`config.mk`:
```
export PLATFORM = sky130hd
export DESIGN_NAME = sorted_timeout_queue
export DESIGN_NICKNAME = d
export VERILOG_FILES = /design/src/rtl/stq_pkg.sv /design/src/rtl/sorted_timeout_queue.sv /design/src/rtl/stq_cell.sv
export SDC_FILE = /design/constraint.sdc
export NUM_CORES = 2
export LEC_CHECK = 0
export BUFFER_PORTS_ARGS = -buffer_cell sky130_fd_sc_hd__buf_2
export CAP_MARGIN = 20
export CORE_MARGIN = 1
export CORE_UTILIZATION = 35
export DETAILED_ROUTE_END_ITERATION = 12
export HOLD_SLACK_MARGIN = 0.05
export PLACE_DENSITY = 0.59
export SKIP_LAST_GASP = 1
export SYNTH_ARGS = -nofsm -noshare
export SYNTH_HDL_FRONTEND = slang
export SYNTH_SLANG_ARGS = --single-unit
export TNS_END_PERCENT = 100
```
`constraint.sdc`:
```
create_clock -name clk_i -period 13.3 [get_ports clk_i]
set_clock_uncertainty 0.2 [all_clocks]
set_input_delay 2.66 -clock clk_i [delete_from_list [all_inputs] [get_ports clk_i]]
set_output_delay 2.66 -clock clk_i [all_outputs]
set_load 0.05 [all_outputs]
```
`src/rtl/stq_pkg.sv`:
```
// ----------------------------------------------------------------------------
// stq_pkg
// Shared codes, constants and cell control type of the sorted timeout queue.
// ----------------------------------------------------------------------------
package stq_pkg;

  localparam logic [1:0] CMD_ADD    = 2'd0;
  localparam logic [1:0] CMD_REMOVE = 2'd1;
  localparam logic [1:0] CMD_CHECK  = 2'd2;

  localparam int unsigned DELAY_W = 31;
  localparam int unsigned PROD_W  = 41;
  localparam logic [9:0]  US_PER_MS = 10'd1000;
  localparam logic [47:0] DELAY_MAX = 48'hFFFF_FFFF_FFFF;
  localparam logic [4:0]  REMOVED_MAX = 5'd31;

  typedef struct packed {
    logic ins;
    logic rem;
    logic pop;
    logic push;
    logic emit;
  } cell_ctrl_t;

endpackage

```
`src/rtl/sorted_timeout_queue.sv`:
```
// ----------------------------------------------------------------------------
// sorted_timeout_queue
// Timeout queue kept in expiry order in a chain of cells.
// ----------------------------------------------------------------------------
// An input item carries a command, an owner, a delay in ms and the current
// time in us. Add places now + delay*1000 after all entries of equal expiry,
// remove deletes every entry of one owner, check pops every entry due at now.
// Every item gives one result, a check that pops n entries gives n results,
// each with the delay from now to the head entry left after the item.
// One item is in work at a time; in_stall_o is high while it is.
// Add runs through expiry sum, chain insert, head delay and result; the
// product is formed as the item is taken, and a full queue skips the insert.
// Remove lets the chain drop the first matching entry each cycle; check pops
// the due head entry each cycle, then gives a further result per cycle
// while out_stall_i is low. An unused command only gets head delay and result.
// The result register holds while out_stall_i is high; the next item can be
// taken while the last result of the previous one still waits there.
// Reset empties the queue at once; the cell contents need no clearing.
// ----------------------------------------------------------------------------
module sorted_timeout_queue #(
  parameter int unsigned QUEUE_DEPTH = 16,
  parameter int unsigned OWNER_BITS  = 8,
  parameter int unsigned TIME_BITS   = 48
) (
  input  logic        clk_i,
  input  logic        rst_ni,
  input  logic        in_valid_i,
  output logic        in_stall_o,
  input  logic [1:0]  command_i,
  input  logic [7:0]  owner_id_i,
  input  logic [30:0] delay_ms_i,
  input  logic [47:0] now_us_i,
  output logic        out_valid_o,
  input  logic        out_stall_i,
  output logic        expired_valid_o,
  output logic [7:0]  expired_owner_o,
  output logic        last_of_run_o,
  output logic        rearm_o,
  output logic        queue_empty_o,
  output logic [47:0] next_delay_us_o,
  output logic        full_error_o,
  output logic [4:0]  removed_count_o
);

  localparam int unsigned CNT_W  = $clog2(QUEUE_DEPTH + 1);
  localparam int unsigned PROD_W = stq_pkg::PROD_W;
  localparam int unsigned SUM_W  = ((TIME_BITS > PROD_W) ? TIME_BITS : PROD_W) + 1;

  localparam logic [2:0] S_IDLE = 3'd0;
  localparam logic [2:0] S_SUM  = 3'd1;
  localparam logic [2:0] S_INS  = 3'd2;
  localparam logic [2:0] S_REM  = 3'd3;
  localparam logic [2:0] S_POP  = 3'd4;
  localparam logic [2:0] S_DLY  = 3'd5;
  localparam logic [2:0] S_OUT  = 3'd6;

  logic [2:0]            state_q, state_d;
  logic [CNT_W-1:0]      count_q, count_d;
  logic [CNT_W-1:0]      rm_cnt_q, rm_cnt_d;
  logic [CNT_W-1:0]      pop_cnt_q, pop_cnt_d;
  logic                  full_q, full_d;
  logic                  rearm_q, rearm_d;
  logic                  live_q, live_d;

  logic [1:0]            cmd_q;
  logic [OWNER_BITS-1:0] owner_q;
  logic [TIME_BITS-1:0]  now_q;
  logic [PROD_W-1:0]     prod_q;
  logic [TIME_BITS-1:0]  exp_q;
  logic [TIME_BITS-1:0]  diff_q;

  logic [SUM_W-1:0]      sum;
  logic [TIME_BITS-1:0]  exp_sat;
  logic                  accept;
  logic                  load;
  logic                  last;
  logic                  head_due;
  logic [47:0]           delay_val;

  stq_pkg::cell_ctrl_t   ctrl;

  logic [TIME_BITS-1:0]  c_exp   [QUEUE_DEPTH];
  logic [OWNER_BITS-1:0] c_owner [QUEUE_DEPTH];
  logic [OWNER_BITS-1:0] c_pop   [QUEUE_DEPTH];
  logic [QUEUE_DEPTH-1:0] c_cmp;
  logic [QUEUE_DEPTH-1:0] c_seen;

  logic                  out_valid_q;
  logic                  o_exp_valid_q;
  logic [7:0]            o_owner_q;
  logic                  o_last_q;
  logic                  o_rearm_q;
  logic                  o_empty_q;
  logic [47:0]           o_delay_q;
  logic                  o_full_q;
  logic [4:0]            o_removed_q;

  // chain of cells
  for (genvar k = 0; k < QUEUE_DEPTH; k++) begin : g_cell
    logic                  l_cmp;
    logic [TIME_BITS-1:0]  l_exp;
    logic [OWNER_BITS-1:0] l_owner;
    logic [TIME_BITS-1:0]  r_exp;
    logic [OWNER_BITS-1:0] r_owner;
    logic [OWNER_BITS-1:0] r_pop;
    logic                  s_in;

    if (k == 0) begin : g_head
      assign l_cmp   = 1'b1;
      assign l_exp   = '0;
      assign l_owner = '0;
      assign s_in    = 1'b0;
    end else begin : g_body
      assign l_cmp   = c_cmp[k-1];
      assign l_exp   = c_exp[k-1];
      assign l_owner = c_owner[k-1];
      assign s_in    = c_seen[k-1];
    end

    if (k == QUEUE_DEPTH - 1) begin : g_tail
      assign r_exp   = '0;
      assign r_owner = '0;
      assign r_pop   = '0;
    end else begin : g_mid
      assign r_exp   = c_exp[k+1];
      assign r_owner = c_owner[k+1];
      assign r_pop   = c_pop[k+1];
    end

    stq_cell #(
      .TIME_BITS  (TIME_BITS),
      .OWNER_BITS (OWNER_BITS)
    ) u_cell (
      .clk_i        (clk_i),
      .ctrl_i       (ctrl),
      .occupied_i   (CNT_W'(k) < count_q),
      .key_exp_i    (exp_q),
      .key_owner_i  (owner_q),
      .left_cmp_i   (l_cmp),
      .left_exp_i   (l_exp),
      .left_owner_i (l_owner),
      .right_exp_i  (r_exp),
      .right_owner_i(r_owner),
      .right_pop_i  (r_pop),
      .seen_i       (s_in),
      .push_sel_i   (pop_cnt_q == CNT_W'(k)),
      .push_owner_i (c_owner[0]),
      .exp_o        (c_exp[k]),
      .owner_o      (c_owner[k]),
      .pop_owner_o  (c_pop[k]),
      .cmp_o        (c_cmp[k]),
      .seen_o       (c_seen[k])
    );
  end

  assign accept   = (state_q == S_IDLE) && in_valid_i;
  assign load     = (state_q == S_OUT) && (!out_valid_q || !out_stall_i);
  assign last     = !((cmd_q == stq_pkg::CMD_CHECK) && (pop_cnt_q > CNT_W'(1)));
  assign head_due = (count_q != '0) && (c_exp[0] <= now_q);

  assign sum     = SUM_W'(now_q) + SUM_W'(prod_q);
  assign exp_sat = (sum[SUM_W-1:TIME_BITS] != '0) ? '1 : sum[TIME_BITS-1:0];

  assign delay_val = !live_q ? 48'd0 :
                     (64'(diff_q) > 64'(stq_pkg::DELAY_MAX)) ? stq_pkg::DELAY_MAX :
                     48'(diff_q);

  always_comb begin
    state_d   = state_q;
    count_d   = count_q;
    rm_cnt_d  = rm_cnt_q;
    pop_cnt_d = pop_cnt_q;
    full_d    = full_q;
    rearm_d   = rearm_q;
    live_d    = live_q;
    ctrl      = '0;
    case (state_q)
      S_IDLE: begin
        if (in_valid_i) begin
          rm_cnt_d  = '0;
          pop_cnt_d = '0;
          full_d    = 1'b0;
          rearm_d   = 1'b0;
          case (command_i)
            stq_pkg::CMD_ADD:    state_d = S_SUM;
            stq_pkg::CMD_REMOVE: state_d = S_REM;
            stq_pkg::CMD_CHECK:  state_d = S_POP;
            default:             state_d = S_DLY;
          endcase
        end
      end
      S_SUM: begin
        if (count_q == CNT_W'(QUEUE_DEPTH)) begin
          full_d  = 1'b1;
          state_d = S_DLY;
        end else begin
          state_d = S_INS;
        end
      end
      S_INS: begin
        ctrl.ins = 1'b1;
        rearm_d  = !c_cmp[0];
        count_d  = count_q + CNT_W'(1);
        state_d  = S_DLY;
      end
      S_REM: begin
        if (c_seen[QUEUE_DEPTH-1]) begin
          ctrl.rem = 1'b1;
          count_d  = count_q - CNT_W'(1);
          rm_cnt_d = rm_cnt_q + CNT_W'(1);
        end else begin
          state_d = S_DLY;
        end
      end
      S_POP: begin
        if (head_due) begin
          ctrl.pop  = 1'b1;
          ctrl.push = 1'b1;
          count_d   = count_q - CNT_W'(1);
          pop_cnt_d = pop_cnt_q + CNT_W'(1);
        end else begin
          state_d = S_DLY;
        end
      end
      S_DLY: begin
        live_d = (count_q != '0) && (now_q < c_exp[0]);
        if (cmd_q == stq_pkg::CMD_CHECK) begin
          rearm_d = (count_q != '0);
        end
        state_d = S_OUT;
      end
      S_OUT: begin
        if (load) begin
          if (last) begin
            state_d = S_IDLE;
          end else begin
            ctrl.emit = 1'b1;
            pop_cnt_d = pop_cnt_q - CNT_W'(1);
          end
        end
      end
      default: begin
        state_d = S_IDLE;
      end
    endcase
  end

  always_ff @(posedge clk_i or negedge rst_ni) begin
    if (!rst_ni) begin
      state_q     <= S_IDLE;
      count_q     <= '0;
      rm_cnt_q    <= '0;
      pop_cnt_q   <= '0;
      full_q      <= 1'b0;
      rearm_q     <= 1'b0;
      live_q      <= 1'b0;
      out_valid_q <= 1'b0;
    end else begin
      state_q   <= state_d;
      count_q   <= count_d;
      rm_cnt_q  <= rm_cnt_d;
      pop_cnt_q <= pop_cnt_d;
      full_q    <= full_d;
      rearm_q   <= rearm_d;
      live_q    <= live_d;
      if (load) begin
        out_valid_q <= 1'b1;
      end else if (!out_stall_i) begin
        out_valid_q <= 1'b0;
      end
    end
  end

  always_ff @(posedge clk_i) begin
    if (accept) begin
      cmd_q   <= command_i;
      owner_q <= OWNER_BITS'(owner_id_i);
      now_q   <= TIME_BITS'(now_us_i);
      prod_q  <= PROD_W'(delay_ms_i) * PROD_W'(stq_pkg::US_PER_MS);
    end
    if (state_q == S_SUM) begin
      exp_q <= exp_sat;
    end
    if (state_q == S_DLY) begin
      diff_q <= c_exp[0] - now_q;
    end
    if (load) begin
      o_exp_valid_q <= (cmd_q == stq_pkg::CMD_CHECK) && (pop_cnt_q != '0);
      o_owner_q     <= ((cmd_q == stq_pkg::CMD_CHECK) && (pop_cnt_q != '0)) ?
                       8'(c_pop[0]) : 8'd0;
      o_last_q      <= last;
      o_rearm_q     <= rearm_q;
      o_empty_q     <= (count_q == '0);
      o_delay_q     <= delay_val;
      o_full_q      <= full_q;
      o_removed_q   <= (32'(rm_cnt_q) > 32'(stq_pkg::REMOVED_MAX)) ?
                       stq_pkg::REMOVED_MAX : 5'(rm_cnt_q);
    end
  end

  assign in_stall_o      = (state_q != S_IDLE);
  assign out_valid_o     = out_valid_q;
  assign expired_valid_o = o_exp_valid_q;
  assign expired_owner_o = o_owner_q;
  assign last_of_run_o   = o_last_q;
  assign rearm_o         = o_rearm_q;
  assign queue_empty_o   = o_empty_q;
  assign next_delay_us_o = o_delay_q;
  assign full_error_o    = o_full_q;
  assign removed_count_o = o_removed_q;

  a_count_bound: assert property (@(posedge clk_i) disable iff (!rst_ni)
    count_q <= CNT_W'(QUEUE_DEPTH))
    else $error("entry count above queue depth");

  a_insert_grows: assert property (@(posedge clk_i) disable iff (!rst_ni)
    (state_q == S_INS) |=> (count_q == $past(count_q) + CNT_W'(1)))
    else $error("insert did not grow the queue by one");

  a_full_flag: assert property (@(posedge clk_i) disable iff (!rst_ni)
    (state_q == S_SUM && count_q == CNT_W'(QUEUE_DEPTH)) |=> (full_q && state_q == S_DLY))
    else $error("add on a full queue not flagged");

  a_pop_conserve: assert property (@(posedge clk_i) disable iff (!rst_ni)
    (state_q == S_POP) |=>
      ((CNT_W+1)'(count_q) + (CNT_W+1)'(pop_cnt_q) ==
       (CNT_W+1)'($past(count_q)) + (CNT_W+1)'($past(pop_cnt_q))))
    else $error("pop lost or duplicated an entry");

  a_last_ends: assert property (@(posedge clk_i) disable iff (!rst_ni)
    (load && last) |=> (state_q == S_IDLE && out_valid_q && o_last_q))
    else $error("final result did not end the item");

endmodule

```
`src/rtl/stq_cell.sv`:
```
// ----------------------------------------------------------------------------
// stq_cell
// One slot of the sorted chain: holds an expiry, its owner and one popped
// owner, and moves them to or from its neighbors on insert, remove, pop and emit.
// ----------------------------------------------------------------------------
module stq_cell #(
  parameter int unsigned TIME_BITS  = 48,
  parameter int unsigned OWNER_BITS = 8
) (
  input  logic                   clk_i,
  input  stq_pkg::cell_ctrl_t    ctrl_i,
  input  logic                   occupied_i,
  input  logic [TIME_BITS-1:0]   key_exp_i,
  input  logic [OWNER_BITS-1:0]  key_owner_i,
  input  logic                   left_cmp_i,
  input  logic [TIME_BITS-1:0]   left_exp_i,
  input  logic [OWNER_BITS-1:0]  left_owner_i,
  input  logic [TIME_BITS-1:0]   right_exp_i,
  input  logic [OWNER_BITS-1:0]  right_owner_i,
  input  logic [OWNER_BITS-1:0]  right_pop_i,
  input  logic                   seen_i,
  input  logic                   push_sel_i,
  input  logic [OWNER_BITS-1:0]  push_owner_i,
  output logic [TIME_BITS-1:0]   exp_o,
  output logic [OWNER_BITS-1:0]  owner_o,
  output logic [OWNER_BITS-1:0]  pop_owner_o,
  output logic                   cmp_o,
  output logic                   seen_o
);

  logic [TIME_BITS-1:0]  exp_q, exp_d;
  logic [OWNER_BITS-1:0] owner_q, owner_d;
  logic [OWNER_BITS-1:0] pop_q, pop_d;
  logic                  match;

  assign cmp_o  = occupied_i && (exp_q <= key_exp_i);
  assign match  = occupied_i && (owner_q == key_owner_i);
  assign seen_o = seen_i | match;

  always_comb begin
    exp_d   = exp_q;
    owner_d = owner_q;
    pop_d   = pop_q;
    if (ctrl_i.ins && !cmp_o) begin
      if (left_cmp_i) begin
        exp_d   = key_exp_i;
        owner_d = key_owner_i;
      end else begin
        exp_d   = left_exp_i;
        owner_d = left_owner_i;
      end
    end
    if ((ctrl_i.rem && seen_o) || ctrl_i.pop) begin
      exp_d   = right_exp_i;
      owner_d = right_owner_i;
    end
    if (ctrl_i.push && push_sel_i) begin
      pop_d = push_owner_i;
    end
    if (ctrl_i.emit) begin
      pop_d = right_pop_i;
    end
  end

  always_ff @(posedge clk_i) begin
    exp_q   <= exp_d;
    owner_q <= owner_d;
    pop_q   <= pop_d;
  end

  assign exp_o       = exp_q;
  assign owner_o     = owner_q;
  assign pop_owner_o = pop_q;

endmodule
```
Word level (Yosys, flattened, before mapping)
Cells that the tools add are included.
{"block": "word_totals", "out_inout_bits": 68, "word_cells": 503, "regBits": 1304}
{"block": "classes", "bitwise": 15, "reduce_logical": 170, "muxes": 153, "magnitude_cmp": 35, "n_eq_ne": 52, "n_addsub": 7, "mul": 1}
{"cell": "2-to-1 mux 48 bit", "n": 45}
{"cell": "less-or-equal comparator 48 bit", "n": 17}
{"cell": "2-to-1 mux 8 bit", "n": 75}
{"cell": "equality test 8 bit", "n": 16}
{"cell": "logical AND 1 bit", "n": 86}
{"cell": "nonzero test 2 bit", "n": 32}
{"cell": "adder 48 x 41 -> 49 bit", "n": 1}
{"cell": "< comparator 48 bit", "n": 1}
{"cell": "subtractor 48 bit", "n": 1}
{"cell": "equality test 5 x 4 -> 1 bit (second input constant)", "n": 8}
{"cell": "< comparator 4 x 5 -> 1 bit (first input constant)", "n": 8}
{"cell": "multiplier 31 x 7 -> 38 bit (second input constant)", "n": 1}
{"cell": "2-to-1 mux 5 bit", "n": 7}
{"cell": "one-hot mux 5 bit (3 select lines)", "n": 2}
{"cell": "one-hot mux 3 bit (7 select lines)", "n": 1}
{"cell": "equality test 5 x 3 -> 1 bit (second input constant)", "n": 4}
{"cell": "< comparator 3 x 5 -> 1 bit (first input constant)", "n": 4}
{"cell": "zero test 1 bit", "n": 19}
{"cell": "2-to-1 mux 3 bit", "n": 6}
{"cell": "logical OR 1 bit", "n": 17}
{"cell": "adder 5 x 1 -> 5 bit (second input constant)", "n": 3}
{"cell": "bitwise OR 1 bit", "n": 15}
{"cell": "inequality test 2 bit (second input constant)", "n": 7}
{"cell": "AND reduction 3 bit", "n": 4}
{"cell": "25 further kinds", "n": 53}

Logic depth before layout (Yosys ltp)
{"block": "depth", "word_depth": 22, "mapped_depth": 19, "mapped_depth_nobuf": 19}

Hierarchy
From an unflattened synthesis, not the netlist that was laid out.
{"block": "hier_totals", "hier_cells": 9145, "area_unflattened_um2": 92653.9}
{"module": "stq_cell", "n_inst": 16, "cells_each": 452, "area_each_um2": 4509.3}
{"module": "sorted_timeout_queue", "n_inst": 1, "cells_each": 1913, "area_each_um2": 20504.7}

Least setup slack after synthesis
Ideal clock, no wire load.
{"block": "synth_path", "kind": "input port to flip-flop", "start": "input port delay_ms_i[5]", "end": "register prod_q[34], data pin", "cell_stages": 17, "path_buffers": 0, "setup_time_ns": 0.258, "path_slack_ns": 5.734, "t_arrival_ns": 7.108, "path_cell_list": "inv_1 -> fa_1 -> fa_1 -> fa_1 -> fa_1 -> inv_1 -> ha_1 -> and3_1 -> a221oi_1 -> o211ai_1 -> a31oi_1 -> nor2_1 -> nor2_1 -> o21ai_0 -> a211o_1 -> a21oi_1 -> xnor2_1"}
{"block": "synth_between", "elab_chain_len": 1}
{"item": "start: declaration", "line": "sorted_timeout_queue.sv:31", "source": "input logic [30:0] delay_ms_i,"}
{"item": "multiplier 31 x 7 -> 38 bit", "line": "sorted_timeout_queue.sv:279", "source": "prod_q <= PROD_W'(delay_ms_i) * PROD_W'(stq_pkg::US_PER_MS);"}
{"item": "end signal: assignment", "line": "sorted_timeout_queue.sv:279"}
{"item": "end: declaration", "line": "sorted_timeout_queue.sv:68", "source": "logic [PROD_W-1:0] prod_q;"}
Every way passes these cells.
A chain may end at the register's enable or synchronous reset.

Final worst setup path
{"block": "layout_path", "start": "input port delay_ms_i[6]", "end": "register prod_q[40], data pin"}
Same word-level chain as after synthesis.

==> run_results.csv <==
group,metric,value,unit
worst_setup_path,critical_path_class,"input port to flop",
floorplan,die-area,256000,um^2
grt,grt_max_degree,95,
timing,finalHoldViolations,0,
timing,hold_slack,255,ps
worst_setup_path,cp-endpoint,"prod_q[40]$_DFFE_PP_",
power,intPower,17.1,mW
timing,drv_slew,0,
synth,synth-seq-area-share,43.2,%
floorplan,core-area,252000,um^2
worst_hold_path,min_path_type,"flop to flop",
floorplan,initial_utilization,35.3,%
timing,fin_setup_tns,0,ps
power,seq_power_share,32.7,%
worst_hold_path,hold_start,"rearm_q$_DFFE_PN0P_",
clock_network,cts_tree,"built",
synth,yosys_most_used_dff,"edfxtp_1",
clock_network,ctsHoldBuffers,0,
worst_setup_path,worstSetupStartpoint,"delay_ms_i[6]",
route,drt-total-wl,262,mm
floorplan,fp.dieW,506,um
worst_setup_path,critical_path.max_fanout,5,
clock_network,cts_sinks,1304,
placed_design,gp_routability_congestion,0.898,
floorplan,ios,161,
power,power_density,308,nW/um^2
synth,synthArstFlopShare,1.69,%
grt,overflow,0,
clock_network,insertion_delay,850,ps
power,power.leakage,40.7,nW
clock_network,clockRootBuffer,"clkbuf_16",
grt,grt_util_all_layers,20.0,%
route,via_per_inst,5.62,
worst_setup_path,rrSetupSlack,6750,ps
synth,synth_cell_types,86,
worst_setup_path,start_kind,"input port",
synth,syn-cell-area,89000,um^2
job,maxCapViolations,0,
power,pwr-share-clk,14.1,%
synth,synth_edf_count,1218,
final_layout,layout-drive-gt1-share,12.2,%
grt,grt_pass1_wl,403,mm
synth,syn-mean-instance-area,11.0,um^2
worst_setup_path,critPathArrivalTime,8150,ps
timing,period_share,58.6,%
floorplan,die_h,506,um
clock_network,clockBufferDepth,3,
timing,rsz0062_at_grt,"false",
route,route.detailed.drc,0,
timing,finalSetupViolations,0,
worst_setup_path,cp-end-kind,"flop",
final_layout,finalInstanceArea,98600,um^2
clock_network,post_cts_buffers,0,
worst_setup_path,reg2regPathDepth,15,
route,vias,65183,
placed_design,dpl.hpwl,199,mm
timing,max-slew-margin-rel,15.4,%
route,wl_per_cell,22.6,um
clock_network,cts_max_level,4,
worst_setup_path,r2r_end,"g_cell[6].u_cell.exp_o[8]$_DFFE_PP_",
clock_network,clk_pin_slew,60,ps
synth,synthesis.nets,9278,
placed_design,placed_area,93600,um^2
worst_setup_path,crit_required,13650,ps
grt,first_global_vias,66113,
route,drt_iter0_drc,5359,
final_layout,antenna_cells,0,
synth,yosys_warnings,0,
timing,period_needed,7800,ps
power,p_sw,13.3,mW
timing,clock.fmax,128,MHz
worst_setup_path,timing.rr.start,"now_q[5]$_DFFE_PP_",
floorplan,rows,184,
route,ant_nets,0,
power,p_sw_share,43.6,%
clock_network,numCtsBuffers,150,
synth,synth-seq-cells,1304,
timing,worstMarginPinSlew,1260,ps
outcome,outcome,"complete, no violations",
placed_design,portBuffers,160,
route,dr.pass1.iters,6,
power,ir_drop,0.000237,V
grt,antenna_found_initial,13,
final_layout,nets,9289,
power,p_comb_share,53.3,%
final_layout,syn2layout_area_growth,10.9,%
clock_network,post_cts_resized,0,
synth,synth_cells,8121,
state kept, by name (all words and copies together), names as in the netlist, 2 cells and up:
register,count
expired_owner_o,8
g_cell.u_cell.exp_o,768
diff_q,48
cmd_q,2
owner_q,8
count_q,5
g_cell.u_cell.pop_owner_o,128
removed_count_o,5
now_q,48
pop_cnt_q,5
g_cell.u_cell.owner_o,128
next_delay_us_o,48
state_q,3
rm_cnt_q,5
exp_q,48
prod_q,38
through the flow:
stage / cells / setup WS [ps] / total power [mW] / utilization (%)
finish: 11605 / 5500 / 30.4 / 39.1
global route: 11605 / 5230 / 32.5 / 39.1
CTS: 11601 / 5560 / 30.4 / 39.1
detailed placement: 11324 / 4670 / 26.0 / 37.1
global placement: 11321 / 4790 / 25.5 / 37.1
floorplan: 8121 / 5730 / 21.2 / -
layer usage:
metal	routed length [um]	GRT usage, %	up-vias	part of all wire (%)
li1	-	-	30274	-
met1	120000	27.6	32778	46
met2	123000	33.1	1766	47
met3	14300	3.09	361	5.4
met4	4920	4.29	4	1.9
met5	34	0	-	0.013
kinds of logic (layout without fill, tap and decap cells):
logic type | Yosys count | count (layout) | share of synthesized area, %
buf+inv | 795 | 931 | 3.64
flops | 1304 | 1304 | 43.2
fa+ha+maj | 1064 | 1064 | 15.9
simple gates | 1673 | 1673 | 8.76
mux | 1069 | 1069 | 12.8
xor+xnor | 233 | 233 | 2.29
compound gates | 1983 | 1983 | 13.4
how the worst min path moves through the flow:
| stage | endpoint | slack (ps) | cells past startpoint |
|---|---|---|---|
| floorplan | rearm_o$_DFFE_PP_ | 230 | 0 |
| global placement | rearm_o$_DFFE_PP_ | 240 | 0 |
| detailed placement | rearm_o$_DFFE_PP_ | 240 | 0 |
| CTS | rearm_o$_DFFE_PP_ | 260 | 0 |
| global route | rearm_o$_DFFE_PP_ | 280 | 0 |
| finish | rearm_o$_DFFE_PP_ | 260 | 0 |
layout make-up:
type,count,area [um^2]
clock inverter,91,1090
inverter,333,1250
fill,24338,153000
sequential,1304,38400
tap,3348,4190
multi-input combinational,6022,47800
clock buffer,186,3920
timing repair buffer,321,2030
Yosys cell counts, types with 116 or more instances:
master | number | area (um^2)
a21o_1 | 388 | 2910
a21oi_1 | 597 | 2990
clkbuf_1 | 328 | 1230
edfxtp_1 | 1218 | 36600
fa_1 | 116 | 2320
ha_1 | 948 | 11900
inv_1 | 330 | 1240
mux2_2 | 331 | 3730
mux2i_1 | 682 | 6830
nand2_1 | 600 | 2250
nand4_1 | 187 | 1170
nor2_1 | 414 | 1550
o21ai_0 | 632 | 3160
xnor2_1 | 136 | 1190
power groups by stage:
stage               clock network [mW]  registers (mW)  logic (mW)
floorplan                            0            9.27        12.0
global route                      4.51            10.1        17.9
finish                            4.28            9.93        16.2
CTS                               4.36            9.93        16.1
detailed placement                   0            10.0        16.0
global placement                     0            10.0        15.5
worst max-delay path: stages:
cell and delay, ps:
buf_2 130, inv_1 210, fa_1 490, fa_1 550
fa_1 450, fa_1 520, inv_1 40, ha_1 340
and3_1 210, a221oi_1 550, o211ai_1 200, a31oi_1 550
nor4_1 140, a211oi_1 510, nor2_1 110, o31ai_1 330
o211ai_1 160
layout by cell type (no fill, tap or decap), types with 161 or more instances in the layout:
cell,count
buf_2,161
a21oi_1,594
inv_1,329
mux2_2,331
a21o_1,380
nor2_1,411
mux2i_1,682
edfxtp_1,1218
nand4_1,187
ha_1,948
o21ai_0,632
nand2_1,595
Note: power is estimated with default switching activity, not from simulation.
